## src/sv/nrsd_pkg.sv

```systemverilog
// Types, constants and amplitude tables shared by the nibble RLE sound decoder.
package nrsd_pkg;

    localparam int unsigned BYTE_W  = 8;
    localparam int unsigned NIB_W   = 4;
    localparam int unsigned AMP_W   = 4;
    localparam int unsigned TICK_W  = 16;
    localparam int unsigned HELD_W  = 3 * AMP_W;

    typedef enum logic [1:0] {
        PH_IDLE,
        PH_LOWBYTE,
        PH_DATA
    } t_phase;

    // Decoder state that the nibble step reads and updates.
    typedef struct packed {
        logic                in_escape;
        logic [TICK_W-1:0]   escape_acc;
        logic [TICK_W-1:0]   ticks_left;
        logic [HELD_W-1:0]   held_amps;
    } t_dec_state;

    typedef struct packed {
        logic [AMP_W-1:0]    amp_a;
        logic [AMP_W-1:0]    amp_b;
        logic [AMP_W-1:0]    amp_c;
        logic [TICK_W-1:0]   run_ticks;
        logic                last;
    } t_result;

    // Packed as A in bits 11..8, B in 7..4, C in 3..0.
    localparam logic [HELD_W-1:0] AMP_SOFT [16] = '{
        12'h000, 12'h500, 12'h710, 12'h820, 12'h920, 12'h952, 12'hA22, 12'hA61,
        12'hB31, 12'hB62, 12'hB74, 12'hB85, 12'hC41, 12'hC62, 12'hC80, 12'hC90
    };

    localparam logic [HELD_W-1:0] AMP_LOUD [16] = '{
        12'h000, 12'h850, 12'hA70, 12'hB90, 12'hC90, 12'hD50, 12'hDA6, 12'hDC0,
        12'hE80, 12'hEAA, 12'hECA, 12'hEDA, 12'hFB0, 12'hEEB, 12'hEED, 12'hEEE
    };

    function automatic logic [HELD_W-1:0] amp_lookup(input logic loud,
                                                     input logic [NIB_W-1:0] nib);
        return loud ? AMP_LOUD[nib] : AMP_SOFT[nib];
    endfunction

endpackage

```

## src/sv/nrsd_if.sv

```systemverilog
// Handshake interfaces for the decoder's byte input and run output channels.
interface nrsd_in_if;
    logic                       valid;
    logic                       ready;
    logic                       start_req;
    logic                       loud;
    logic [nrsd_pkg::BYTE_W-1:0] data_byte;

    modport source (output valid, output start_req, output loud, output data_byte,
                    input ready);
    modport sink   (input valid, input start_req, input loud, input data_byte,
                    output ready);
endinterface

interface nrsd_out_if;
    logic                       valid;
    logic                       ready;
    logic [nrsd_pkg::AMP_W-1:0]  amp_a;
    logic [nrsd_pkg::AMP_W-1:0]  amp_b;
    logic [nrsd_pkg::AMP_W-1:0]  amp_c;
    logic [nrsd_pkg::TICK_W-1:0] run_ticks;
    logic                       last;

    modport source (output valid, output amp_a, output amp_b, output amp_c,
                    output run_ticks, output last, input ready);
    modport sink   (input valid, input amp_a, input amp_b, input amp_c,
                    input run_ticks, input last, output ready);
endinterface

```

## src/sv/nrsd_nibble.sv

```systemverilog
// One data nibble step: amplitude lookup, escape accumulation and run clipping.
module nrsd_nibble (
    input  logic [nrsd_pkg::NIB_W-1:0] i_nib,
    input  logic                       i_table_sel,
    input  nrsd_pkg::t_dec_state       i_state,
    output nrsd_pkg::t_dec_state       o_state,
    output logic                       o_emit,
    output nrsd_pkg::t_result          o_result
);
    import nrsd_pkg::*;

    logic [TICK_W-1:0] acc_shift;
    logic [TICK_W:0]   run;
    logic              clip;
    logic [TICK_W-1:0] run_out;
    logic [HELD_W-1:0] amps;

    always_comb begin
        o_state   = i_state;
        o_emit    = 1'b0;
        amps      = i_state.held_amps;
        acc_shift = {i_state.escape_acc[TICK_W-4:0], i_nib[2:0]};
        run       = (TICK_W+1)'(1);

        if (!i_state.in_escape) begin
            if (i_nib == '0) begin
                o_state.in_escape  = 1'b1;
                o_state.escape_acc = '0;
            end else begin
                amps   = amp_lookup(i_table_sel, i_nib);
                o_emit = 1'b1;
            end
        end else begin
            o_state.escape_acc = acc_shift;
            // A continuation nibble only extends the escape count.
            if (!i_nib[3]) begin
                o_state.in_escape = 1'b0;
                o_emit            = 1'b1;
                run = (TICK_W+1)'(1) + {1'b0, acc_shift + TICK_W'(2)};
            end
        end

        clip    = run >= {1'b0, i_state.ticks_left};
        run_out = clip ? i_state.ticks_left : run[TICK_W-1:0];

        if (o_emit) begin
            o_state.held_amps  = amps;
            o_state.ticks_left = i_state.ticks_left - run_out;
        end

        o_result.amp_a     = amps[HELD_W-1 -: AMP_W];
        o_result.amp_b     = amps[2*AMP_W-1 -: AMP_W];
        o_result.amp_c     = amps[AMP_W-1:0];
        o_result.run_ticks = run_out;
        o_result.last      = clip;
    end

endmodule

```

## src/sv/nibble_rle_sound_decoder_top.sv

```systemverilog
// Top level of the nibble RLE sound decoder.
//
// Bytes enter on i_in. A word with start_req high opens a sound: it carries
// the high byte of the tick count and latches the loud/soft table choice.
// The next word is the low count byte, and every following word holds two
// data nibbles, high nibble first. Runs leave on o_out, one word per run.
//
// Each accepted word sits in an input register; the decoder works one
// nibble per cycle from it while o_out is not stalled, a data byte high
// nibble then low nibble and a header byte in a single step. A result is
// written to the output register at the end of the cycle in which its
// nibble is worked, so a run appears on o_out in the cycle after that. A
// new byte is accepted in the same cycle the previous one finishes.
//
// When o_out stalls, the output register holds its word and the decoder
// waits; once the input register is full, i_in.ready drops. Reset empties
// both registers, leaves the decoder idle with zeroed count, escape and
// amplitude state, and bytes are ignored until a start word arrives.
module nibble_rle_sound_decoder_top (
    input  logic    i_clk,
    input  logic    i_rst_n,
    nrsd_in_if.sink    i_in,
    nrsd_out_if.source o_out
);
    import nrsd_pkg::*;

    logic              r_in_valid;
    logic              r_start;
    logic              r_loud;
    logic [BYTE_W-1:0] r_byte;
    logic              r_nib_lo, n_nib_lo;

    t_phase            r_phase, n_phase;
    logic [BYTE_W-1:0] r_count_high, n_count_high;
    logic              r_table_sel, n_table_sel;
    t_dec_state        r_state, n_state;

    logic              r_out_valid;
    t_result           r_out;

    logic              out_free;
    logic              step_go;
    logic              consume;
    logic              emit;
    t_result           res;
    logic [NIB_W-1:0]  nib;
    t_dec_state        nb_state;
    logic              nb_emit;
    t_result           nb_result;
    logic [TICK_W-1:0] hdr_ticks;

    assign nib = r_nib_lo ? r_byte[NIB_W-1:0] : r_byte[BYTE_W-1 -: NIB_W];

    nrsd_nibble u_nibble (
        .i_nib       (nib),
        .i_table_sel (r_table_sel),
        .i_state     (r_state),
        .o_state     (nb_state),
        .o_emit      (nb_emit),
        .o_result    (nb_result)
    );

    assign out_free  = !r_out_valid || o_out.ready;
    assign step_go   = r_in_valid && out_free;
    assign hdr_ticks = {r_count_high, r_byte};

    always_comb begin
        n_phase      = r_phase;
        n_count_high = r_count_high;
        n_table_sel  = r_table_sel;
        n_state      = r_state;
        n_nib_lo     = r_nib_lo;
        consume      = 1'b0;
        emit         = 1'b0;
        res          = nb_result;

        if (step_go) begin
            if (r_start) begin
                n_count_high         = r_byte;
                n_table_sel          = r_loud;
                n_state.in_escape    = 1'b0;
                n_state.escape_acc   = '0;
                n_phase              = PH_LOWBYTE;
                consume              = 1'b1;
            end else begin
                case (r_phase)
                    PH_LOWBYTE: begin
                        n_state.ticks_left = hdr_ticks;
                        n_state.in_escape  = 1'b0;
                        n_state.escape_acc = '0;
                        consume            = 1'b1;
                        if (hdr_ticks == '0) begin
                            // An empty sound still reports one final run.
                            n_phase       = PH_IDLE;
                            emit          = 1'b1;
                            res.amp_a     = r_state.held_amps[HELD_W-1 -: AMP_W];
                            res.amp_b     = r_state.held_amps[2*AMP_W-1 -: AMP_W];
                            res.amp_c     = r_state.held_amps[AMP_W-1:0];
                            res.run_ticks = '0;
                            res.last      = 1'b1;
                        end else begin
                            n_phase = PH_DATA;
                        end
                    end
                    PH_DATA: begin
                        n_state = nb_state;
                        emit    = nb_emit;
                        if (nb_emit && nb_result.last) begin
                            n_phase  = PH_IDLE;
                            consume  = 1'b1;
                            n_nib_lo = 1'b0;
                        end else if (r_nib_lo) begin
                            consume  = 1'b1;
                            n_nib_lo = 1'b0;
                        end else begin
                            n_nib_lo = 1'b1;
                        end
                    end
                    default: begin
                        consume = 1'b1;
                    end
                endcase
            end
        end
    end

    assign i_in.ready = !r_in_valid || consume;

    always_ff @(posedge i_clk) begin
        if (!i_rst_n) begin
            r_in_valid   <= 1'b0;
            r_nib_lo     <= 1'b0;
            r_phase      <= PH_IDLE;
            r_count_high <= '0;
            r_table_sel  <= 1'b0;
            r_state      <= '0;
            r_out_valid  <= 1'b0;
        end else begin
            r_phase      <= n_phase;
            r_count_high <= n_count_high;
            r_table_sel  <= n_table_sel;
            r_state      <= n_state;
            r_nib_lo     <= n_nib_lo;

            if (i_in.valid && i_in.ready) begin
                r_in_valid <= 1'b1;
            end else if (consume) begin
                r_in_valid <= 1'b0;
            end

            if (emit) begin
                r_out_valid <= 1'b1;
            end else if (o_out.ready) begin
                r_out_valid <= 1'b0;
            end
        end
    end

    always_ff @(posedge i_clk) begin
        if (i_in.valid && i_in.ready) begin
            r_start <= i_in.start_req;
            r_loud  <= i_in.loud;
            r_byte  <= i_in.data_byte;
        end
        if (emit) begin
            r_out <= res;
        end
    end

    assign o_out.valid     = r_out_valid;
    assign o_out.amp_a     = r_out.amp_a;
    assign o_out.amp_b     = r_out.amp_b;
    assign o_out.amp_c     = r_out.amp_c;
    assign o_out.run_ticks = r_out.run_ticks;
    assign o_out.last      = r_out.last;

endmodule
```

## src/flat_wrapper.sv

```systemverilog
// flat-port wrapper written by rule: the top's interface ports become plain ports
module nibble_rle_sound_decoder_top_flat import nrsd_pkg::*;
  (i_clk, i_rst_n, i_in_valid, i_in_start_req, i_in_loud, i_in_data_byte, i_in_ready, o_out_valid, o_out_amp_a, o_out_amp_b, o_out_amp_c, o_out_run_ticks, o_out_last, o_out_ready);
  nrsd_in_if i_in_i ();
  nrsd_out_if o_out_i ();
  input  logic i_clk;
  input  logic i_rst_n;
  input wire logic [$bits(i_in_i.valid)-1:0] i_in_valid;
  input wire logic [$bits(i_in_i.start_req)-1:0] i_in_start_req;
  input wire logic [$bits(i_in_i.loud)-1:0] i_in_loud;
  input wire logic [$bits(i_in_i.data_byte)-1:0] i_in_data_byte;
  output wire logic [$bits(i_in_i.ready)-1:0] i_in_ready;
  output wire logic [$bits(o_out_i.valid)-1:0] o_out_valid;
  output wire logic [$bits(o_out_i.amp_a)-1:0] o_out_amp_a;
  output wire logic [$bits(o_out_i.amp_b)-1:0] o_out_amp_b;
  output wire logic [$bits(o_out_i.amp_c)-1:0] o_out_amp_c;
  output wire logic [$bits(o_out_i.run_ticks)-1:0] o_out_run_ticks;
  output wire logic [$bits(o_out_i.last)-1:0] o_out_last;
  input wire logic [$bits(o_out_i.ready)-1:0] o_out_ready;
  assign i_in_i.valid = i_in_valid;
  assign i_in_i.start_req = i_in_start_req;
  assign i_in_i.loud = i_in_loud;
  assign i_in_i.data_byte = i_in_data_byte;
  assign i_in_ready = i_in_i.ready;
  assign o_out_valid = o_out_i.valid;
  assign o_out_amp_a = o_out_i.amp_a;
  assign o_out_amp_b = o_out_i.amp_b;
  assign o_out_amp_c = o_out_i.amp_c;
  assign o_out_run_ticks = o_out_i.run_ticks;
  assign o_out_last = o_out_i.last;
  assign o_out_i.ready = o_out_ready;
  nibble_rle_sound_decoder_top u_core (.i_clk(i_clk), .i_rst_n(i_rst_n), .i_in(i_in_i), .o_out(o_out_i));
endmodule
```

## config.mk

```make
export PLATFORM = sky130hd
export DESIGN_NAME = nibble_rle_sound_decoder_top_flat
export DESIGN_NICKNAME = d
export VERILOG_FILES = /design/src/sv/nrsd_pkg.sv /design/src/sv/nrsd_if.sv /design/src/sv/nrsd_nibble.sv /design/src/sv/nibble_rle_sound_decoder_top.sv /design/src/flat_wrapper.sv
export SDC_FILE = /design/constraint.sdc
export NUM_CORES = 1
export LEC_CHECK = 0
export ABC_CLOCK_PERIOD_IN_PS = 25900
export BUFFER_PORTS_ARGS = -buffer_cell sky130_fd_sc_hd__clkbuf_2
export CORE_MARGIN = 2
export CORE_UTILIZATION = 35
export CTS_BUF_LIST = sky130_fd_sc_hd__clkbuf_16
export CTS_CLUSTER_SIZE = 12
export DETAILED_ROUTE_END_ITERATION = 7
export SKIP_CTS_REPAIR_TIMING = 1
export SYNTH_ARGS = -nofsm -noshare
export SYNTH_HDL_FRONTEND = slang
export SYNTH_SLANG_ARGS = --single-unit
```

## constraint.sdc

```tcl
create_clock -name i_clk -period 25.9 [get_ports i_clk]
set_input_delay 3.885 -clock i_clk [delete_from_list [all_inputs] [get_ports i_clk]]
set_output_delay 3.885 -clock i_clk [all_outputs]
set_load 0.02 [all_outputs]
```

# After elaboration in Yosys (flattened, before gate mapping)
# Memories as Yosys holds them, arrays and structs flattened.
# Cells that the tools add are included.
# totals
latchBits,0
rom_bits,384
ramBits,0
ff_bits,95
n_memories,2
# mem_list
name,words,word_bits,read_ports,rd_ports_with_merged_regs,write_ports,line,source
(name not given),16,12,1,0,0,nrsd_pkg.sv:45,return loud ? AMP_LOUD[nib] : AMP_SOFT[nib];
(name not given),16,12,1,0,0,nrsd_pkg.sv:45,
# op_classes
n_lt_le_gt_ge,2
div_mod_pow,0
n_eq_ne,5
n_shift,0
addsub,3
n_reduce_logical,20
mul,0
mux,43
bitwise_logic,2
# op_table
op,count
29-bit 2-to-1 mux,4
17-bit 2-to-1 mux,5
12-bit 2-to-1 mux,7
33-bit case mux with 2 select lines,1
28-bit 2-to-1 mux,1
1-bit 2-to-1 mux,18
1-bit by 16-bit adder with 17-bit output (first input constant),1
17-bit by 16-bit >= comparator with 1-bit output,1
16-bit by 2-bit adder with 16-bit output (second input constant),1
16-bit logical NOT,1
16-bit 2-to-1 mux,1
16-bit subtractor,1
3-bit AND reduction,3
4-bit AND reduction,2
2-bit 2-to-1 mux,3
2-bit nonzero test,3
5-bit >= comparator (second input constant),1
4-bit inverter with 5-bit output,1
4-bit logical NOT,1
4-bit 2-to-1 mux,1
4-bit by 2-bit inequality test with 1-bit output (second input constant),1
2-bit case mux with 2 select lines,1
2-bit AND reduction,2
1-bit logical AND,3
other kinds (9),11

# Depth between registers and ports, before layout
# Gate-level depths: netlist (run 1).
# depth
ltp_word,14
depth_mapped,38

# Hierarchy
# From an unflattened synthesis (run 1), not the netlist that was laid out.
# unflattened
cells_unflattened,901
hier_area_um2,7599.8
# modules_own_cells
mod,area_each_um2,instances,cells_per_inst
nibble_rle_sound_decoder_top,3967.6,1,328
nrsd_nibble,3632.2,1,573

# Least setup slack after synthesis (run 1)
# No wires, ideal clock.
# synth_timing
kind,register -> output
startpoint,reg u_core.r_nib_lo
endpoint,out i_in_ready
setup_slack_ns,16.733
path_stages_with_launch,25
n_path_buf,4
t_arrival_ns,5.282
cell_sequence,dfxtp_1 -> buf_4 -> mux2i_1 -> inv_1 -> clkbuf_1 -> ha_1 -> clkbuf_1 -> nand3b_1 -> o32ai_1 -> o31ai_1 -> nor4b_1 -> xor2_1 -> nand2_1 -> inv_1 -> ha_1 -> nand4_1 -> o311ai_0 -> o41ai_1 -> a221o_1 -> nor3_2 -> or2_1 -> buf_2 -> a21oi_1 -> nor2b_1 -> o21ai_1
# synth_via
elab_chain_len,12
# synth_lines
element,line,source
start: declaration,nibble_rle_sound_decoder_top.sv:31,"logic r_nib_lo, n_nib_lo;"
start signal: assignment,nibble_rle_sound_decoder_top.sv:143,r_nib_lo <= n_nib_lo;
4-bit 2-to-1 mux,nibble_rle_sound_decoder_top.sv:52,assign nib = r_nib_lo ? r_byte[NIB_W-1:0] : r_byte[BYTE_W-1 -: NIB_W];
16-bit by 2-bit adder with 16-bit output,nrsd_nibble.sv:39,"run = (TICK_W+1)'(1) + {1'b0, acc_shift + TICK_W'(2)};"
1-bit by 16-bit adder with 17-bit output,nrsd_nibble.sv:39,
17-bit 2-to-1 mux,nrsd_nibble.sv:36,if (!i_nib[3]) begin
17-bit 2-to-1 mux,nrsd_nibble.sv:25,if (!i_state.in_escape) begin
17-bit by 16-bit >= comparator with 1-bit output,nrsd_nibble.sv:43,"clip = run >= {1'b0, i_state.ticks_left};"
1-bit logical AND,nibble_rle_sound_decoder_top.sv:108,if (nb_emit && nb_result.last) begin
1-bit 2-to-1 mux (*),nibble_rle_sound_decoder_top.sv:108,
1-bit 2-to-1 mux (*),nibble_rle_sound_decoder_top.sv:86,case (r_phase)
1-bit 2-to-1 mux (*),nibble_rle_sound_decoder_top.sv:78,if (r_start) begin
1-bit 2-to-1 mux (*),nibble_rle_sound_decoder_top.sv:77,if (step_go) begin
1-bit logical OR (*),nibble_rle_sound_decoder_top.sv:127,assign i_in.ready = !r_in_valid || consume;
end: declaration,flat_wrapper.sv:12,output wire logic [$bits(i_in_i.ready)-1:0] i_in_ready;
# Every way passes the cells marked *; elsewhere a longest branch is shown, timed or not.

# Worst setup path after layout (run 1)
# Same ends and word-level chain as after synthesis.

==> results of run 1 <==
## metal layers
layer / track usage [%] / part of all wire [%] / vias up
li1: - / - / 3214
met4: 5.88 / 2.1 / 0
met5: 0 / 0 / -
met3: 3.17 / 5.4 / 24
met1: 29.2 / 48 / 3082
met2: 30.4 / 44 / 203
## kinds of logic after synthesis
group	share of synthesized area [%]
fa+ha+maj	6.93
compound gates	23.8
xor+xnor	4.13
flops	33.8
simple gates	23.8
buf+inv	5.58
mux	2.03
## worst reg2reg max path: cells and delay by family (launching register included)
family,cells,cell delay (ns)
buffers and inverters,4,0.90
flip-flops,1,0.68
AO/OA/AOI/OAI,13,3.16
multiplexers,1,0.68
XOR/XNOR,1,0.19
adder cells (fa/ha/maj),7,2.34
AND/OR/NAND/NOR,8,1.83
## power by group through the flow
| stage | clock [mW] | sequential (mW) | combinational, mW |
|---|---|---|---|
| 6_report | 0.125 | 0.162 | 0.0627 |
| 5_1_grt | 0.133 | 0.163 | 0.0690 |
| 4_1_cts | 0.127 | 0.162 | 0.0622 |
| 3_5_place_dp | 0 | 0.165 | 0.0619 |
| 3_3_place_gp | 0 | 0.165 | 0.0618 |
| 2_1_floorplan | 0 | 0.163 | 0.0471 |
## layout by cell type (no fill, tap or decap), types with 4 or more instances in the layout
cell       instances
buf_4              7
and2_1             5
nand3b_1           4
inv_1             44
o31ai_1           12
o21ai_1            4
nor2_1           103
xor2_1            12
o22ai_1           11
a21oi_1           99
and3_1             7
a311oi_1           4
xnor2_1           20
or2_2              5
clkbuf_16          9
nor2b_1            9
a211oi_1          16
o21ai_0           39
clkbuf_2          44
o21a_1             5
a22oi_1            5
edfxtp_1          39
nand2_1           95
nor3_1            21
nand3_1           46
nor4_1            11
maj3_2             4
o41ai_1            4
ha_1              30
mux2i_1            7
a31oi_1           10
o211ai_1           6
o32ai_1            4
nand4_1            9
o221ai_1           6
a221oi_1           8
or3_1              5
dfxtp_1           56
maj3_1             5
nand2b_1          12
## flip-flops by register name (all words and copies together), names as in the netlist
| register | count |
|---|---|
| u_core.o_out.run_ticks | 16 |
| u_core.r_count_high | 8 |
| u_core.o_out.amp_b | 4 |
| u_core.r_in_valid | 1 |
| u_core.o_out.last | 1 |
| u_core.r_nib_lo | 1 |
| u_core.o_out.amp_a | 4 |
| u_core.r_table_sel | 1 |
| u_core.o_out.amp_c | 4 |
| u_core.r_start | 1 |
| u_core.r_loud | 1 |
| u_core.o_out.valid | 1 |
| u_core.r_state | 42 |
| u_core.r_byte | 8 |
| u_core.r_phase | 2 |
## cell type report
type / count / area, um2 / area share [%]
clock buffers: 9 / 225 / 3.02
clock inverters: 7 / 40.0 / 0.537
inverters: 44 / 165 / 2.21
multi-input cells: 685 / 4140 / 55.5
flip-flops and latches: 95 / 2290 / 30.7
well taps: 260 / 325 / 4.36
repair buffers: 51 / 273 / 3.66
## through the flow
step / worst slack, ns / cells
detailed placement: 16.06 / 1135
finish: 15.50 / 1151
floorplan: 16.73 / 878
CTS: 15.63 / 1151
global placement: 16.21 / 1135
global route: 15.00 / 1151
## worst paths after layout
path	to	slack (ns)
min	u_core.r_state[3]	0.47
max reg2reg	u_core.r_state[25]	16.08
min reg2reg	u_core.r_state[3]	0.47
max	i_in_ready	15.50
==> out/results.ini, run 1 <==
[sta]
worst_pin_slew_ns=1.08
fin_skew_ns=0.00864
setup_violations=0
final_hold_viol_count=0
slew_violations=0
rsz0062_at_grt=no
slew_headroom_pct=27.7
min_period_over_period_pct=40.1
hold_slack_ns=0.475
finalSetupTns_ns=0
finalCriticalPeriod_ns=10.40
fmax_mhz=96.2

[worst_hold_path]
hp-start=u_core.r_state[3]
hold_path_depth=2
worstHoldPathType=flop to flop

[detailed_routing]
drt_iter0_markers=653
antenna_left=0
drcViolationCount=0
wire_per_inst_um=17.3
viasPerCell=5.67
vias=6523
routed_wl_mm=20.0
drtPass1Iterations=5

[worst_setup_path]
cp_num_cells=21
r2r-start=u_core.r_nib_lo
crit_buf_inv=3
slowest_delay_ns=0.68
cp_top_family=simple AND/OR/NAND/NOR gates
critPathMaxFanout=12
slowest_stage=dfxtp_1
cp.required_ns=22.01
cp.arrival_ns=6.51
start_kind=flop
cp_cell_sequence=mux2i_1, inv_1, ha_1, nand3b_1, o32ai_1, o31ai_1, nor4b_1, xor2_1, nand2_1, inv_1, ha_1, nand4_1, o311ai_0, o41ai_1, a221o_1, nor3_2, or2_1, a21oi_1, nor2b_1, o21ai_1, clkbuf_2
crit_path_end_kind=primary output
worstSetupPathType=flop to primary output
crit_start=u_core.r_nib_lo
ff2ff_path_depth=34

[global_route]
antenna_found_initial=0
gr-usage-all-layers_pct=20.0
grt_pass1_wl_mm=32.0
grt_max_degree=48
grt_overflow=0
grt_pass1_vias=5836

[pwr]
ir_worst_vdd_mv=0.0368
p_leak_nw=2.60
internal-power_uw=244
switching_share_pct=30.2
clkPwrFrac_pct=35.7
power_uw=350
power_per_cell_area_mw_per_mm2=46.9
p_switching_uw=106
seq_power_share_pct=46.4
pwr-share-comb_pct=17.9

[final_layout]
final_core_util_pct=39.5
area_growth_pct=9.80
nets=930
fillerInstances=1996
num_antenna_cells=0
final_cell_area_mm2=0.00746
drive_above_1_share_pct=9.32

[clocking]
cts_tree=done
cts_buffers=9
htreeDepth=3
clockBufferDepth=2
clk_pin_slew_ns=0.07
cts_sinks=95
cts_root_buf=clkbuf_16
insertion_delay_ns=0.36

[yosys]
synth_nets=922
netlist_top_cells_count=nor2_1, a21oi_1, nand2_1
syn_inst=878
yosys.area.top_type=edfxtp_1
syn_area_mm2=0.00679
synth.avg_cell_area_um2=7.74
yosysUniqueCellTypes=68
yosys_warnings=0
yosysTopAreaCellShare_pct=17.2
yosysSeqAreaShare_pct=33.8
synth_edf_count=39
synth_seq_cells=95
synth_most_common_cell=nor2_1
ys_async_sr_fraction_pct=0
synthFlopType=dfxtp_1
synthTopCellsByArea=edfxtp_1, dfxtp_1, a21oi_1, nor2_1, ha_1

[floorplan]
rows=50
die_w_um=143
die_area_mm2=0.0205
io_pins=45
die_y_um=143
start_util_pct=35.9
core_area_mm2=0.0189

[outcome]
status=finished, final reports clean

[placement]
numPortBuffers=44
dpl_cell_area_mm2=0.00719
dp_hpwl_mm=14.8
place_congestion=0.907

[run]
cap_violations=0

No activity file was read; power rests on OpenSTA's default activity.
==> run 2, diff against run 1 <==
--- a/config.mk
+++ b/config.mk
@@ -5,7 +5,8 @@
 export SDC_FILE = /design/constraint.sdc
 export NUM_CORES = 1
 export LEC_CHECK = 0
-export ABC_CLOCK_PERIOD_IN_PS = 25900
+export ABC_AREA = 1
+export ABC_CLOCK_PERIOD_IN_PS = 8300
 export BUFFER_PORTS_ARGS = -buffer_cell sky130_fd_sc_hd__clkbuf_2
 export CORE_MARGIN = 2
 export CORE_UTILIZATION = 35
==> constraint.sdc (replaced) <==
create_clock -name i_clk -period 8.3 [get_ports i_clk]
set_input_delay 1.245 -clock i_clk [delete_from_list [all_inputs] [get_ports i_clk]]
set_output_delay 1.245 -clock i_clk [all_outputs]
set_load 0.02 [all_outputs]
==> out/results.ini, run 2 <==
[placement]
dpl_cell_area_mm2=0.00743  ; was 0.00719 mm2
numPlacedInstances=1252  ; was 1135
place_congestion=0.903  ; was 0.907
dp_hpwl_mm=14.5  ; was 14.8 mm
numPortBuffers=44  ; unchanged

[clocking]
clockBufferDepth=2  ; unchanged
cts_buffers=9  ; unchanged
insertion_delay_ns=0.36  ; about the same
clk_pin_slew_ns=0.07  ; about the same
cts_tree=done  ; unchanged
cts_root_buf=clkbuf_16  ; unchanged
htreeDepth=3  ; unchanged
cts_sinks=95  ; unchanged

[sta]
finalSetupTns_ns=0  ; unchanged
rsz0062_at_grt=no  ; unchanged
worst_pin_slew_ns=1.12  ; was 1.08 ns
slew_violations=0  ; unchanged
finalCriticalPeriod_ns=7.09
slew_headroom_pct=25.2  ; was 27.7%
setup_violations=0  ; unchanged
fmax_mhz=141
fin_skew_ns=0.00880  ; was 0.00864 ns
final_hold_viol_count=0  ; unchanged
min_period_over_period_pct=85.4

[yosys]
yosysTopAreaCellShare_pct=16.7  ; was 17.2%
synth_most_common_cell=nand2_1  ; was nor2_1
yosys.area.top_type=edfxtp_1  ; unchanged
synth_edf_count=39  ; unchanged
synthTopCellsByArea=edfxtp_1, dfxtp_1, nand2_1, inv_1, a21oi_1  ; was edfxtp_1, dfxtp_1, a21oi_1, nor2_1, ha_1
syn_inst=973  ; was 878
yosys_warnings=0  ; unchanged
synth_nets=1017  ; was 922
synth.avg_cell_area_um2=7.22  ; was 7.74 um2
syn_area_mm2=0.00702  ; was 0.00679 mm2
yosysSeqAreaShare_pct=32.6  ; was 33.8%
synth_seq_cells=95  ; unchanged
ys_async_sr_fraction_pct=0  ; unchanged
yosysUniqueCellTypes=51  ; was 68
synthFlopType=dfxtp_1  ; unchanged
netlist_top_cells_count=nand2_1, inv_1, a21oi_1  ; was nor2_1, a21oi_1, nand2_1

[global_route]
gr-usage-all-layers_pct=18.0  ; was 20.0%
grt_pass1_vias=5765  ; was 5836
grt_max_degree=34  ; was 48
antenna_found_initial=0  ; unchanged
grt_pass1_wl_mm=30.7  ; was 32.0 mm
grt_overflow=0  ; unchanged

[worst_setup_path]
worstSetupPathType=flop to primary output  ; unchanged
ff2ff_path_depth=38  ; was 34
crit_top_cell=nor2_1
critPathMaxFanout=28  ; was 12
regToRegEndpoint=u_core.r_state[27]  ; was u_core.r_state[25]
cp.required_ns=7.05  ; was 22.01 ns
crit_path_end_kind=primary output  ; unchanged
r2r-start=u_core.r_nib_lo  ; unchanged
rrSetupSlack_ns=1.80  ; was 16.08 ns
slowest_delay_ns=0.47  ; was 0.68 ns
cp.arrival_ns=5.85  ; was 6.51 ns
start_kind=flop  ; unchanged
slowest_stage=dfxtp_1  ; unchanged

[worst_hold_path]
hp-start=u_core.r_state[7]  ; was u_core.r_state[3]
worstHoldPathType=flop to flop  ; unchanged
holdPathEnd=u_core.r_state[7]  ; was u_core.r_state[3]
hold_path_depth=2  ; unchanged

[outcome]
status=finished, final reports clean  ; unchanged

[run]
cap_violations=0  ; unchanged

[final_layout]
final_core_util_pct=39.3  ; was 39.5%
area_growth_pct=9.58  ; was 9.80%
instances_no_fill=1268  ; was 1151
drive_above_1_share_pct=15.4  ; was 9.32%
fillerInstances=2078  ; was 1996
nets=1042  ; was 930
num_antenna_cells=0  ; unchanged
largest_reg_flops=42  ; unchanged
final_cell_area_mm2=0.00770  ; was 0.00746 mm2
top_register=u_core.r_state  ; unchanged
layout_common_cells=nand2_1, inv_1, a21oi_1  ; was nor2_1, a21oi_1, nand2_1
final_common_cell=nand2_1  ; was nor2_1

[pwr]
power_per_cell_area_mw_per_mm2=167  ; was 46.9 mW/mm2
power_mw=1.28  ; was 350 uW
p_leak_nw=3.25  ; was 2.60 nW
ir_worst_vdd_mv=0.108  ; was 0.0368 mV

[detailed_routing]
wire_per_inst_um=14.8  ; was 17.3 um
drt_iter0_markers=642  ; was 653
drcViolationCount=0  ; unchanged
routed_wl_mm=18.7  ; was 20.0 mm
viasPerCell=5.08  ; was 5.67
antenna_left=0  ; unchanged
vias=6444  ; was 6523
drtPass1Iterations=5  ; unchanged

[floorplan]
rows=51  ; was 50
die_y_um=146  ; was 143 um
io_pins=45  ; unchanged
start_util_pct=35.9  ; about the same
die_w_um=146  ; was 143 um
core_area_mm2=0.0196  ; was 0.0189 mm2
die_area_mm2=0.0212  ; was 0.0205 mm2

-- run 2: changes by cell type after synthesis, sizes merged, moves of 10 or more --
cell / before / now
o22ai: 11 / 1
nand3: 46 / 80
nand4: 9 / 34
o31ai: 12 / 1
nor2: 103 / 87
nor3: 23 / 10
xnor2: 20 / 2
inv: 44 / 151
nand2: 95 / 205
o21ai: 43 / 90
clkbuf: 45 / 25
nand2b: 12 / 0
-- run 2: worst max-delay path by stage --
stage,start,to,slack (ns),cells past startpoint
final,u_core.r_nib_lo,i_in_ready,1.21,32
after global routing,u_core.r_nib_lo,i_in_ready,0.25,33
after global placement,u_core.r_nib_lo,i_in_ready,1.51,32
after floorplan,u_core.r_nib_lo,i_in_ready,2.57,31
after CTS,u_core.r_nib_lo,i_in_ready,0.99,32
after detailed placement,u_core.r_nib_lo,i_in_ready,1.38,32
-- run 2: cell type report --
cell class	count	area [um2]	area share (%)
clock buffers	9	225	2.93
clock inverters	7	40.0	0.520
inverters	156	586	7.61
multi-input cells	687	3970	51.5
flip-flops and latches	95	2290	29.8
well taps	265	332	4.31
repair buffers	49	258	3.35
-- run 2: cells by family (layout without fill, tap and decap cells) --
kind of cell | count (synthesis) | in the layout | share of synthesized area (%)
flops | 95 | 95 | 32.6
fa+ha+maj | 30 | 30 | 5.34
simple gates | 425 | 425 | 32.4
xor+xnor | 7 | 7 | 0.873
buf+inv | 191 | 221 | 11.0
compound gates | 225 | 225 | 17.8
-- run 2: per-stage QoR --
step | hold slack (ns) | setup slack [ns]
3_5_place_dp | 0.464 | 1.38
2_1_floorplan | 0.439 | 2.57
5_1_grt | 0.499 | 0.252
3_3_place_gp | 0.453 | 1.51
6_report | 0.473 | 1.21
4_1_cts | 0.473 | 0.985
-- run 2: critical path: cells and delay by family, from the launching register on --
kind / cells / cell delay, ns
AO/OA/AOI/OAI: 3 / 0.66
buffers and inverters: 6 / 0.82
adder cells (fa/ha/maj): 2 / 0.72
flip-flops: 1 / 0.47
AND/OR/NAND/NOR: 21 / 2.78
-- run 2: routing by layer --
layer / GRT usage (%) / share of wire [%]
met5: 0 / 0
met4: 4.85 / 1.6
met3: 3.51 / 6.6
met2: 25.9 / 41
met1: 27.1 / 51
-- run 2: where the power goes --
part | leakage [nW] | switching, mW | internal [mW]
Clock | 0.134 | 0.182 | 0.201
Combinational | 2.30 | 0.260 | 0.114
Sequential | 0.809 | 0.0176 | 0.508
Total | 3.25 | 0.460 | 0.823
==> run 3, diff against run 2 <==
--- a/config.mk
+++ b/config.mk
@@ -8,11 +8,13 @@
 export ABC_AREA = 1
 export ABC_CLOCK_PERIOD_IN_PS = 8300
 export BUFFER_PORTS_ARGS = -buffer_cell sky130_fd_sc_hd__clkbuf_2
+export CAP_MARGIN = 40
 export CORE_MARGIN = 2
 export CORE_UTILIZATION = 35
 export CTS_BUF_LIST = sky130_fd_sc_hd__clkbuf_16
 export CTS_CLUSTER_SIZE = 12
 export DETAILED_ROUTE_END_ITERATION = 7
+export REMOVE_ABC_BUFFERS = 1
 export SKIP_CTS_REPAIR_TIMING = 1
 export SYNTH_ARGS = -nofsm -noshare
 export SYNTH_HDL_FRONTEND = slang
==> out/results.ini, run 3 (synthesis gave the netlist of run 2 again) <==
[outcome]
status=finished, final reports clean  ; unchanged

[sta]
setup_violations=0  ; unchanged
slew_headroom_pct=48.6  ; was 25.2%
fmax_mhz=139  ; was 141 MHz
rsz0062_at_grt=no  ; unchanged
min_period_over_period_pct=86.7  ; was 85.4%
final_hold_viol_count=0  ; unchanged
slew_violations=0  ; unchanged
finalCriticalPeriod_ns=7.19  ; was 7.09 ns
fin_skew_ns=0.0129  ; was 0.00880 ns
worst_pin_slew_ns=0.769  ; was 1.12 ns
finalSetupTns_ns=0  ; unchanged

[final_layout]
top_register=u_core.r_state  ; unchanged
largest_reg_flops=42  ; unchanged
num_antenna_cells=0  ; unchanged
final_common_cell=nand2_1  ; unchanged
area_growth_pct=10.9  ; was 9.58%
final_cell_area_mm2=0.00779  ; was 0.00770 mm2
layout_common_cells=nand2_1, inv_1, a21oi_1  ; unchanged
drive_above_1_share_pct=15.6  ; was 15.4%
fillerInstances=2038  ; was 2078
seq_area_mm2=0.00229  ; unchanged
multi_input_area_mm2=0.00396  ; was 0.00397 mm2
nets=1046  ; was 1042

[worst_setup_path]
critPathMaxFanout=28  ; unchanged
slowest_stage=nand2_1  ; was dfxtp_1
slowest_delay_ns=0.59  ; was 0.47 ns
crit_path_end_kind=primary output  ; unchanged
cp.required_ns=7.05  ; about the same
worstSetupPathType=flop to primary output  ; unchanged
rrSetupSlack_ns=1.60  ; was 1.80 ns
cp.arrival_ns=5.95  ; was 5.85 ns
start_kind=flop  ; unchanged

[clocking]
clockBufferDepth=2  ; unchanged
clk_pin_slew_ns=0.07  ; about the same
cts_tree=done  ; unchanged
cts_root_buf=clkbuf_16  ; unchanged
htreeDepth=3  ; unchanged
cts_sinks=95  ; unchanged
insertion_delay_ns=0.36  ; about the same
cts_buffers=9  ; unchanged

[pwr]
p_leak_nw=3.29  ; was 3.25 nW
ir_worst_vdd_mv=0.122  ; was 0.108 mV
power_per_cell_area_mw_per_mm2=175  ; was 167 mW/mm2

[global_route]
gr-usage-all-layers_pct=17.5  ; was 18.0%
grt_pass1_wl_mm=30.1  ; was 30.7 mm
grt_overflow=0  ; unchanged
grt_max_degree=30  ; was 34
antenna_found_initial=0  ; unchanged
grt_pass1_vias=5789  ; was 5765

[detailed_routing]
drtPass1Iterations=5  ; unchanged
antenna_left=0  ; unchanged
drcViolationCount=0  ; unchanged
viasPerCell=5.07  ; was 5.08
routed_wl_mm=18.9  ; was 18.7 mm
drt_iter0_markers=464  ; was 642
wire_per_inst_um=14.8  ; about the same
vias=6449  ; was 6444

[floorplan]
start_util_pct=35.9  ; unchanged
die_w_um=146  ; unchanged
die_y_um=146  ; unchanged
die_area_mm2=0.0212  ; unchanged
core_area_mm2=0.0196  ; unchanged
rows=51  ; unchanged
io_pins=45  ; unchanged

[placement]
place_congestion=0.880  ; was 0.903
numPortBuffers=44  ; unchanged
dp_hpwl_mm=14.6  ; was 14.5 mm
dpl_cell_area_mm2=0.00747  ; was 0.00743 mm2

[run]
cap_violations=0  ; unchanged

[worst_hold_path]
worstHoldPathType=flop to flop  ; unchanged

run 3: changes by cell type in the layout (fill, tap and decap cells not counted):
cell	delta
buf_4	+3
bufinv_16	+2
inv_4	-2
buf_8	+1
clkinv_2	-1
clkinv_4	+1
inv_2	-1
inv_6	+1
nand2_1	+1
nand2_2	-1
run 3: per-stage QoR:
| step | power [mW] | utilization (%) | setup WS (ns) | hold slack, ns | cells |
|---|---|---|---|---|---|
| 2_1_floorplan | 0.808 | - | 2.16 | 0.439 | 938 |
| 3_3_place_gp | 0.905 | 38.0 | 1.74 | 0.455 | 1253 |
| 3_5_place_dp | 0.910 | 38.1 | 1.59 | 0.463 | 1256 |
| 4_1_cts | 1.36 | 39.8 | 1.20 | 0.476 | 1272 |
| 5_1_grt | 1.43 | 39.8 | 0.412 | 0.493 | 1272 |
| 6_report | 1.36 | 39.8 | 1.11 | 0.471 | 1272 |
run 3: per-layer routing:
metal  part of all wire, %  vias to the layer above  track usage, %  wire (um)
met5                     0                        -               0          0
met4                   2.3                        0            5.78        429
met3                   5.2                       34            3.04        972
met2                    44                      163            27.4       8260
met1                    49                     2933            24.6       9190
li1                      -                     3319               -          -
run 3: final timing paths:
path	start	endpoint	cells after the start
worst max-delay path	u_core.r_nib_lo	i_in_ready	32
worst max register to register	u_core.r_nib_lo	u_core.r_state[24]	37
worst min register to register	u_core.r_state[3]	u_core.r_state[3]	2
worst min-delay path	u_core.r_state[3]	u_core.r_state[3]	2
run 3: worst max-delay path: cells and delay by family (launching register included):
| kind | cells | cell delay [ns] |
|---|---|---|
| AO/OA/AOI/OAI | 3 | 0.63 |
| buffers and inverters | 6 | 0.80 |
| flip-flops | 1 | 0.46 |
| AND/OR/NAND/NOR | 21 | 2.94 |
| adder cells (fa/ha/maj) | 2 | 0.72 |
run 3: report_power, final:
| group | switching [mW] | leakage, nW | internal, mW |
|---|---|---|---|
| Combinational | 0.264 | 2.33 | 0.117 |
| Sequential | 0.0166 | 0.809 | 0.508 |
| Clock | 0.192 | 0.153 | 0.265 |
run 3: area by class of cell:
cell class,count,area share (%)
multi-input combinational,687,50.9
sequential,95,29.4
inverter,156,7.52
tap,265,4.26
timing repair buffer,53,3.79
clock buffer,9,2.89
clock inverter,7,1.24
